### src/rtl/sta_ram.sv
module sta_ram #(
    parameter int WIDTH = 8,
    parameter int DEPTH = 64
) (
    input  logic                     clk,
    input  logic                     we,
    input  logic [$clog2(DEPTH)-1:0] waddr,
    input  logic [WIDTH-1:0]         wdata,
    input  logic                     re,
    input  logic [$clog2(DEPTH)-1:0] raddr,
    output logic [WIDTH-1:0]         rdata
);

    logic [WIDTH-1:0] mem [DEPTH];

    // Write port
    always_ff @(posedge clk)
    begin
        if (we)
        begin
            mem[waddr] <= wdata;
        end
    end

    // Registered read port
    always_ff @(posedge clk)
    begin
        if (re)
        begin
            rdata <= mem[raddr];
        end
    end

endmodule

### config.mk
export PLATFORM = sky130hd
export DESIGN_NAME = sta_ram
export DESIGN_NICKNAME = d
export VERILOG_FILES = /design/src/rtl/sta_ram.sv
export SDC_FILE = /design/constraint.sdc
export NUM_CORES = 1
export LEC_CHECK = 0
export BUFFER_PORTS_ARGS = -buffer_cell sky130_fd_sc_hd__buf_2
export CORE_MARGIN = 2
export CORE_UTILIZATION = 40
export DETAILED_ROUTE_END_ITERATION = 12
export SLEW_MARGIN = 20
export SYNTH_ARGS = -nofsm -noshare
export SYNTH_HDL_FRONTEND = slang
export SYNTH_SLANG_ARGS = --single-unit
### constraint.sdc
create_clock -name clk -period 2.75 [get_ports clk]
set_input_delay 0.275 -clock clk [delete_from_list [all_inputs] [get_ports clk]]
set_output_delay 0.275 -clock clk [all_outputs]
set_load 0.005 [all_outputs]
==> results by group <==
Status
  • Outcome: complete, no violations

Clock network
  • Clk_lat worst skew: 0.60 ns
  • Bufs on Longest Clock Path: 3
  • Reg clk slew, reported paths: 0.06 ns
  • CTS Sinks: 520
  • Post-CTS setup repair buffer count: 0
  • Num CTS Buffers: 51
  • CTS tree: built
  • Cts hold-fix bufs: 0
  • H-tree levels: 2
  • Root Driver: clkbuf_16
  • Post-cts sizing count: 0

Synthesis
  • Net count after synthesis: 963
  • Synth warn: 0
  • Distinct cells, synth: 39
  • Synth top cells by count: 520 x edfxtp_1, 126 x mux4_2, 83 x nor2_1, 23 x mux2i_1, 19 x nand2_1
  • Count leader, synth: edfxtp_1
  • Post-synth ARST share: 0%
  • Mapped Area: 20200 um2
  • Seq/Total Area, Yosys: 77.1%
  • Synth Instances: 940
  • Post-synth EDFFs: 520
  • Top cells by area, synth: edfxtp_1 77%, mux4_2 14%, nor2_1 1.5%
  • Largest area contributor in the netlist: edfxtp_1
  • Main synth FF type: edfxtp_1
  • Synth Register Bits: 520
  • Syn Area/Cell: 21.5 um2
  • Synth top area share: 77.1%

STA
  • Setup tns final: 0 ns
  • Hold Fails Final Rpt: 0
  • Slack of the critical path: 0.662 ns
  • # setup viols final: 0
  • Max_slew headroom: 45.1%
  • RSZ-0062 raised after global routing: false
  • Worst hold slack: 0.0539 ns
  • Final Cycle Share: 75.9%
  • Pins Over Slew Limit: 0
  • Tmin final: 2.09 ns
  • Fmax: 0.479 GHz
  • Tightest Pin Transition: 0.821 ns
  • Worst Skew: 0.0267 ns

Setup path
  • Cell Chain, Critical Path: mux4_2 > mux2_2 > o221a_2 > nor3_1 > o32ai_1
  • Critical path arrival: 2.41 ns
  • Critical Path End Type: register
  • Worst Path Buf+Inv: 0
  • Critical path's top delay family: multiplexers
  • Worst setup SP type: register
  • Crit path kind: register to register
  • CP required: 3.08 ns
  • Crit-path max FO: 1
  • Reg2reg setup slack: 0.66 ns
  • Crit-path slowest cell: mux4_2
  • Largest stage delay on the critical path: 0.47 ns

Floorplan
  • Die area: 52400 um2
  • Core area: 50100 um2
  • Die W: 229 um
  • Ports: 31
  • Die span in y: 229 um
  • Initial Util: 40.4%
  • Row Count: 82

Global route
  • First-pass GRT wire length: 68400 um
  • Largest net degree at the start of global routing: 65
  • Global route overflow: 0
  • Initial antenna violation count: 1
  • All-Layer GR Usage: 17.8%
  • Vias in the first global route: 10300

Worst hold path
  • Hold Path Class: input port to register

Routing
  • Vias per cell: 5.48
  • DRT antenna net count: 0
  • WL per Instance: 25.5 um
  • DR iter-0 viols: 1142
  • Final WL: 45800 um
  • # DRC: 0
  • DR pass1 iterations: 8
  • Via count: 9841

Placement
  • Placed Area: 21900 um2
  • Pre-CTS WS: 0.137 ns
  • I/O Buffers: 30
  • GPL Wtd Cong: 0.803
  • DP HPWL: 29400 um

Layout
  • # nets final: 1114
  • Final instance area: 23500 um2
  • Layout cells sized above 1: 31.6%
  • Area growth syn-to-layout: 16.0%
  • Filler cells: 4179
  • Antenna Cells: 0

Power
  • Switching Share: 20.8%
  • Combinational share of power: 5.3%
  • Seq pwr share: 54.3%
  • Worst IR Drop VDD: 0.000407 V
  • Clock share of power: 40.4%
  • P_int: 12900 uW
  • Lkg Pwr: 0.00749 uW
  • Switching pwr: 3380 uW
  • Pwr Density: 691 nW/um2

Run
  • Maxcap violations: 0
## area by class of cell
class | count | area, um2 | share of cell area (%)
tap | 672 | 841 | 3.58
multi-input combinational | 369 | 4320 | 18.4
timing repair buffer | 149 | 1170 | 4.99
sequential | 520 | 15600 | 66.5
clock inverter | 26 | 210 | 0.895
clock buffer | 61 | 1340 | 5.68
## state kept, by name, indices dropped and copies added, names as in the netlist
register,count
mem,512
rdata,8
## power groups by stage
stage	registers [uW]	logic (uW)	clock network [uW]
floorplan	8970	468	0
global placement	8980	856	0
detailed placement	8980	866	0
CTS	8810	867	6690
global route	8810	917	6980
finish	8810	856	6570
## worst paths after layout
kind	endpoint	start	cells past startpoint
max	rdata[4]	mem[21][4]	5
max reg2reg	rdata[4]	mem[21][4]	5
min reg2reg	rdata[7]	mem[4][7]	4
min	rdata[6]	re	1
## per-stage QoR
step | util, % | instances | total power (uW)
finish | 46.9 | 1797 | 16200
global route | 46.9 | 1797 | 16700
CTS | 46.9 | 1797 | 16400
detailed placement | 43.8 | 1710 | 9850
global placement | 43.8 | 1710 | 9840
floorplan | - | 940 | 9440
## worst reg2reg max path, delay by kind of cell (launching register included)
family,cells,cell delay [ns]
compound gates,2,0.41
mux,2,0.74
simple gates,1,0.31
flops,1,0.37
## cells in the final DEF, fill, tap and decap left out, types with 14 or more instances in the layout
cell       count
nand2_1       19
clkbuf_16     52
nor2_1        83
mux4_2       126
nor2b_1       14
buf_2         26
buf_4        113
edfxtp_1     520
mux2i_1       23
## metal layers
layer / vias up / GRT usage, % / routed length (um)
li1: 4246 / - / -
met1: 5203 / 25.2 / 19800
met4: 2 / 5.07 / 1150
met3: 76 / 4.02 / 3070
met5: - / 0 / 10
met2: 314 / 28.0 / 21800
## logic make-up after synthesis
kind of cell	count (synthesis)	synth area share, %
DFF	520	77.1
muxes	162	15.9
and+or+nand+nor	153	3.37
AOI/OAI and AO/OA	54	2.06
buffers and inverters	51	1.56
Power figures use the tool's default switching activity.
