==> src/rtl/sta_pkg.sv <==
package sta_pkg;

    // Action codes
    localparam logic [1:0] ACT_PUT     = 2'd0;
    localparam logic [1:0] ACT_REMOVE  = 2'd1;
    localparam logic [1:0] ACT_REFRESH = 2'd2;
    localparam logic [1:0] ACT_SWEEP   = 2'd3;

    // Field widths
    localparam int ACCT_W  = 32;
    localparam int SID_W   = 64;
    localparam int TIME_W  = 64;
    localparam int GRACE_W = 32;
    localparam int COUNT_W = 7;

    // Register port
    localparam int              APB_ADDR_W  = 3;
    localparam int              APB_DATA_W  = 32;
    localparam logic [0:0]      REG_GRACE   = 1'b0;
    localparam logic [31:0]     GRACE_RESET = 32'd30000;

    // One stored table entry
    typedef struct packed {
        logic              valid;
        logic [ACCT_W-1:0] account;
        logic [SID_W-1:0]  session;
        logic [TIME_W-1:0] last_refresh;
    } entry_t;

    // Compare results for one entry
    typedef struct packed {
        logic acct_hit;
        logic sid_hit;
        logic free;
        logic expired;
    } cmp_flags_t;

endpackage

==> src/rtl/sta_cmp_unit.sv <==
module sta_cmp_unit (
    input  sta_pkg::entry_t                    entry,
    input  logic [sta_pkg::ACCT_W-1:0]         account_id,
    input  logic [sta_pkg::SID_W-1:0]          session_id,
    input  logic [sta_pkg::TIME_W-1:0]         now_ms,
    input  logic [sta_pkg::GRACE_W-1:0]        grace_ms,
    output sta_pkg::cmp_flags_t                flags
);

    logic [sta_pkg::TIME_W:0] deadline;

    // Entry expires when now exceeds last refresh plus grace (no wrap, one bit wider)
    assign deadline = {1'b0, entry.last_refresh}
                    + {{(sta_pkg::TIME_W + 1 - sta_pkg::GRACE_W){1'b0}}, grace_ms};

    always_comb
    begin
        flags.acct_hit = entry.valid && (entry.account == account_id);
        flags.sid_hit  = (entry.session == session_id);
        flags.free     = !entry.valid;
        flags.expired  = entry.valid && ({1'b0, now_ms} > deadline);
    end

endmodule

==> config.mk <==
export PLATFORM = sky130hd
export DESIGN_NAME = sta_cmp_unit
export DESIGN_NICKNAME = d
export VERILOG_FILES = /design/src/rtl/sta_pkg.sv /design/src/rtl/sta_cmp_unit.sv
export SDC_FILE = /design/constraint.sdc
export NUM_CORES = 1
export LEC_CHECK = 0
export ABC_CLOCK_PERIOD_IN_PS = 7600
export BUFFER_PORTS_ARGS = -buffer_cell sky130_fd_sc_hd__buf_4
export CORE_AREA = 2 2 139 141
export DETAILED_ROUTE_END_ITERATION = 7
export DIE_AREA = 0 0 141 143
export PLACE_DENSITY = 0.61
export SLEW_MARGIN = 20
export SYNTH_ARGS = -nofsm -noshare
export SYNTH_HDL_FRONTEND = slang
export SYNTH_SLANG_ARGS = --single-unit
export TNS_END_PERCENT = 20
==> constraint.sdc <==
create_clock -name vclk -period 7.6
set_clock_uncertainty 0.15 [all_clocks]
set_input_delay 0 -clock vclk [all_inputs]
set_output_delay 0 -clock vclk [all_outputs]
set_load 0.01 [all_outputs]
==> summary.txt, run 1 <==
Floorplanning
  • Ports: 357
  • Die width: 141 um
  • # rows: 50
  • DIE AREA: 20160 um2
  • Initial Util: 26.21%
  • Die Y-Extent: 143 um
  • CORE AREA: around 19000 um2

GRT
  • Largest net degree at the start of global routing: 19
  • Total Routing Usage GR: 19.54%
  • First-pass GRT wire length: roughly 31000 um
  • Vias in the first global route: 6078
  • Overflow after GRT: 0
  • Initial antenna violation count: 2

Finish
  • Final Util: a little over two fifths
  • Nets: 1442
  • Area growth, synth to finish: 60.17%
  • Clkbuf count: 0
  • Share of post-route cells with drive strength above 1: 37.47%
  • Seq cells: 0
  • Sequential cell area: 0 um2
  • Design area: 7800 um2

Worst setup path
  • Crit path largest cell delay: 0.57 ns
  • Critical setup path kind: in -> out
  • CP max stage cell: a31oi_4
  • Worst path arrival time: 4.72 ns
  • Critical Path RT: 7.45 ns
  • Largest fanout on the critical path: 17
  • Crit. End Element: output pin
  • CP Launch Type: input port
  • Critical path, cell by cell: buf_4 -> ha_1 -> inv_1 -> fa_1 -> nor2b_1 -> o2111ai_1 -> nand4_1 -> a21boi_1 -> or4b_4 -> a31oi_4 -> o2111ai_1 -> xor2_1 -> ha_1 -> nand4_1 -> nor2_1 -> nand2_1 -> nor3_1 -> nand3_1 -> o2111a_1 -> nor3_1 -> buf_4

Run status
  • Status: finished, final reports clean

Clock network
  • CTS-repair resized insts: 0
  • CTS Hold Buffers Added: 0
  • Setup Buffers After CTS: 0

Drt
  • Via density: 5.043
  • Vias: approximately 6200
  • ANT nets after route: 0
  • First DRT Iteration DRCs: 189
  • Drt total wl: 21230 um
  • WL/cell: 17.32 um
  • Number of remaining DRC errors: 0
  • Initial DRT Pass Iterations: 4

STA
  • Final Slew Violations: 0
  • Setup TNS Final: 0 ns
  • Final setup fails: 0
  • Slew headroom: a little over two fifths
  • Hold Violations, Final: 0
  • Hold_ws: 0.1190 ns
  • Minimum clock period: 4.870 ns
  • Least-Margin Pin Slew: 0.8574 ns
  • Fin crit share: approximately 64%
  • Unrepaired setup endpoints after global routing: false
  • Fmax: ~210 MHz

Synthesis
  • Post-synthesis cell area: between 4000 and 5000 um2
  • Post-Syn Nets: 1093
  • Synth Instances: 643
  • Synthesized area per cell: 7.573 um2
  • YS warnings: 0
  • Synth cell types: 56
  • Seq/Total Area, Yosys: 0%

Power
  • Leakage: between 3 and 4 nW
  • Pwr per Cell Area: between 60 and 70 nW/um2
  • Maximum vdd drop: 0.00003138 V

Worst hold path
  • Hold Startpoint: entry[160]
  • Worst Hold Path Cells: 3
  • Min-delay worst type: in -> out
  • Hold path endpoint: flags[1]

Place
  • Hpwl dp: 19350 um
  • Area of placed instances: roughly 7800 um2
  • Placer Congestion: about 0.86
  • IO Port Bufs: around 360

Job
  • Max_cap viols: 0
## cells in the final DEF (no fill, tap or decap), drive strengths merged, types with 4 or more instances in the layout
master / instances
nand3: 21
ha: 96
nand4: 29
nor4: 22
xor2: 98
o2111ai: 5
nor2b: 9
o21ai: 31
o211ai: 14
inv: 13
o21bai: 6
a21oi: 64
xnor2: 58
a211oi: 6
and3: 10
a31oi: 5
buf: 358
and4: 4
a21boi: 4
nor3: 10
a21o: 31
nor2: 34
nand2: 34
## critical path, delay by kind of cell
family | cells | cell delay (ns)
buffers and inverters | 3 | 0.35
AO/OA/AOI/OAI | 5 | 1.32
AND/OR/NAND/NOR | 9 | 1.99
adder cells (fa/ha/maj) | 3 | 0.87
XOR/XNOR | 1 | 0.18
## area by class of cell
type / count / area [um2]
fill: 2006 / 10780
antenna: 2 / 5.005
multi-input combinational: 619 / 4766
timing repair buffer: 358 / 2688
inverter: 13 / 48.80
tap: 234 / 292.8
## cell usage after synthesis (2+ instances only)
master	instances	area [um2]
a21oi_1	64	320.3
nor3_1	9	45.04
xor2_1	98	858.3
nand2b_1	3	18.77
a31oi_1	4	25.02
o21bai_1	6	45.04
buf_2	5	25.02
xnor2_1	58	508.0
or3_1	2	12.51
o21a_1	3	22.52
and3_1	10	62.56
clkbuf_1	4	15.01
inv_1	13	48.80
o21ai_1	5	25.02
nor4_1	21	131.4
o21ai_2	2	17.52
nor2_1	34	127.6
nand3_1	21	105.1
o211ai_2	6	75.07
nor2b_1	9	56.30
o2111ai_1	5	43.79
and4_1	4	35.03
a21o_1	31	232.7
a211oi_1	6	45.04
nand2_1	34	127.6
ha_1	96	1201
o21ai_0	24	120.1
nand4_1	29	181.4
a21boi_0	3	22.52
o211ai_1	8	60.06
## routing by layer
layer	share of wire, %	wire, um	global-route usage, %	vias to the layer above
li1	-	-	-	3105
met5	0	0	0	-
met3	7.9	1688	3.991	20
met4	2.2	477	4.421	0
met2	56	11910	41.93	257
met1	34	7161	18.68	2801
## worst max-delay path by stage
stage                    end  cells past startpoint  slack [ns]      from
global placement    flags[0]                     21        2.84  entry[0]
detailed placement  flags[0]                     21        2.72  entry[0]
global route        flags[0]                     21        2.28  entry[0]
floorplan           flags[0]                     20        3.80  entry[0]
CTS                 flags[0]                     21        2.70  entry[0]
finish              flags[0]                     21        2.73  entry[0]
## kinds of logic after synthesis
group	Yosys count	share of synthesized area, %
AO/OA/AOI/OAI	179	24.13
XOR/XNOR	156	28.06
AND/OR/NAND/NOR	186	20.40
adder cells (fa/ha/maj)	97	25.08
multiplexers	1	0.2056
buffers and inverters	24	2.132
## where the power goes
group / switching, mW / internal (mW) / total [mW]
Sequential: 0 / 0 / 0
Clock: 0 / 0.0000000353 / 0.0000000353
Combinational: 0.239 / 0.276 / 0.515
## metrics by stage
stage          setup WS, ns  total power [mW]  instances
6_report              2.730            0.5152       1226
3_3_place_gp          2.843            0.5110       1224
3_5_place_dp          2.721            0.5146       1224
2_1_floorplan         3.797            0.2793        643
4_1_cts               2.700            0.5178       1224
5_1_grt               2.283            0.5716       1226
Note: power is estimated with default switching activity, not from simulation.
==> run 2: changes to the inputs <==
ABC_CLOCK_PERIOD_IN_PS = 5020   (was 7600)
clock period = 5.02 ns   (was 7.6 ns; I/O delays follow)
==> summary.txt, run 2 (synthesis results as in run 1) <==
Finish
  • Fillers: 1962 (-2.2%)
  • Most common cell after layout, fill and taps aside: buf_4
  • Final Util: 42.28% (+0.30 points)
  • Clkbuf count: 0 (unchanged)
  • Sequential cell area: 0 um2 (unchanged)
  • Fin cells: 1234 (+0.65%)
  • Most frequent cells in the layout: buf_4, xor2_1, ha_1
  • Seq cells: 0 (unchanged)
  • Share of post-route cells with drive strength above 1: 37.91% (+0.44 points)
  • Nets: 1449 (+0.49%)
  • Area growth, synth to finish: 61.31%

Floorplanning
  • Die width: 141 um (unchanged)
  • Initial Util: 26.21% (unchanged)
  • DIE AREA: 20160 um2 (unchanged)
  • Die Y-Extent: 143 um (unchanged)
  • # rows: 50 (unchanged)
  • CORE AREA: 18580 um2 (unchanged)
  • Ports: 357 (unchanged)

Drt
  • Number of remaining DRC errors: 0 (unchanged)
  • ANT nets after route: 0 (unchanged)
  • Drt total wl: 20970 um (-1.3%)
  • First DRT Iteration DRCs: 228 (+21%)
  • WL/cell: 16.99 um (-1.9%)
  • Vias: 6164 (-0.31%)
  • Initial DRT Pass Iterations: 4 (unchanged)
  • Via density: 4.995 (-0.95%)

Job
  • Max_cap viols: 0 (unchanged)

GRT
  • Overflow after GRT: 0 (unchanged)
  • First-pass GRT wire length: 30580 um (-1.3%)
  • Vias in the first global route: 6084 (+0.099%)
  • Largest net degree at the start of global routing: 19 (unchanged)
  • Total Routing Usage GR: 19.27% (-0.27 points)
  • Initial antenna violation count: 3 (+1)

STA
  • Setup TNS Final: 0 ns (unchanged)
  • Least-Margin Pin Slew: 0.8134 ns (-0.04404 ns)
  • Slew headroom: 45.78% (+2.9 points)
  • Fmax: about 220 MHz
  • Final Slew Violations: 0 (unchanged)
  • Hold Violations, Final: 0 (unchanged)
  • Final worst slack: 0.4940 ns (-2.236 ns)
  • Minimum clock period: 4.526 ns
  • Final setup fails: 0 (unchanged)
  • Fin crit share: 90.16%
  • Unrepaired setup endpoints after global routing: false

Worst setup path
  • Largest fanout on the critical path: 8 (-9)
  • CP Launch Type: input port
  • Critical setup path kind: in -> out
  • Crit. End Element: output pin
  • Critical Path RT: 4.87 ns (-2.58 ns)
  • Worst path arrival time: 4.38 ns (-0.34 ns)

Power
  • Comb power frac: 100.0% (about the same)
  • Clock power frac: 0% (unchanged)
  • Internal power: 423.0 uW (+53%)
  • Pwr per Cell Area: 99.70 nW/um2 (+51%)
  • Reg power frac: 0% (unchanged)
  • Leakage: 3.843 nW (+0.93%)
  • Maximum vdd drop: 0.00004100 V (+31%)
  • NetSw: 360.2 uW (+51%)
  • Sw frac: 45.99% (-0.35 points)
  • Power Total: 783.2 uW (+52%)

Run status
  • Status: finished, final reports clean

Worst hold path
  • Min-delay worst type: in -> out

Place
  • Pre-CTS setup slack: 0.2891 ns (-2.432 ns)
  • Placer Congestion: 0.8272 (-4.1%)
  • IO Port Bufs: 357 (unchanged)
  • Post-Place Cells: 1227 (+0.25%)
  • Hpwl dp: 19140 um (-1.1%)

Clock network
  • CTS Hold Buffers Added: 0 (unchanged)
## run 2: layout make-up
cell class | count | area (um2) | share of cell area (%)
multi-input cells | 619 | 4766 | 60.67
diodes | 3 | 7.507 | 0.09557
repair buffers | 365 | 2740 | 34.88
well taps | 234 | 292.8 | 3.727
inverters | 13 | 48.80 | 0.6212
## run 2: worst paths after layout
| kind | depth (start not counted) | startpoint | slack [ns] | end |
|---|---|---|---|---|
| max | 22 | entry[0] | 0.49 | flags[0] |
| min | 3 | entry[160] | 0.12 | flags[1] |
## run 2: layer usage
metal,vias up,track usage (%),share of wire (%)
met3,14,3.789,8.0
met5,-,0,0
met1,2773,18.94,34
met4,0,3.632,1.5
met2,258,41.16,57
li1,3119,-,-
## run 2: power groups by stage
| stage | sequential [mW] | combinational (mW) | clock [mW] |
|---|---|---|---|
| 2_1_floorplan | 0 | 0.423 | 0 |
| 3_3_place_gp | 0 | 0.773 | 0 |
| 3_5_place_dp | 0 | 0.779 | 0 |
| 4_1_cts | 0 | 0.783 | 0 |
| 5_1_grt | 0 | 0.869 | 0.0000000801 |
| 6_report | 0 | 0.783 | 0.0000000803 |
## run 2: worst max-delay path: stages
cell and delay, ns:
buf_4 0.09, ha_1 0.19, inv_1 0.06, fa_1 0.40, nor2b_1 0.15, o2111ai_1 0.17
nand4_1 0.18, a21boi_1 0.10, or4b_4 0.51, a31oi_4 0.30, buf_4 0.20, o21ai_1 0.07
xor2_1 0.18, ha_1 0.30, nand3_1 0.07, nor2_1 0.14, nand2_1 0.09, nor3_1 0.30
nand3_1 0.15, o2111a_1 0.27, nor3_1 0.26, buf_4 0.19
## run 2: through the flow
step	area [um2]	hold slack (ns)
final	7855	0.1185
after global routing	7855	0.1309
after CTS	7818	0.1217
after detailed placement	7818	0.1216
after global placement	7818	0.1227
after floorplan	4870	-0.1065
## run 2: timing repair
| item | in CTS | in global routing |
|---|---|---|
| setup buffers | 0 | 4 |
| endpoints found under the hold margin | 0 | 0 |
| setup endpoints to repair | 0 | 1 |
| resized for setup | 0 | 0 |
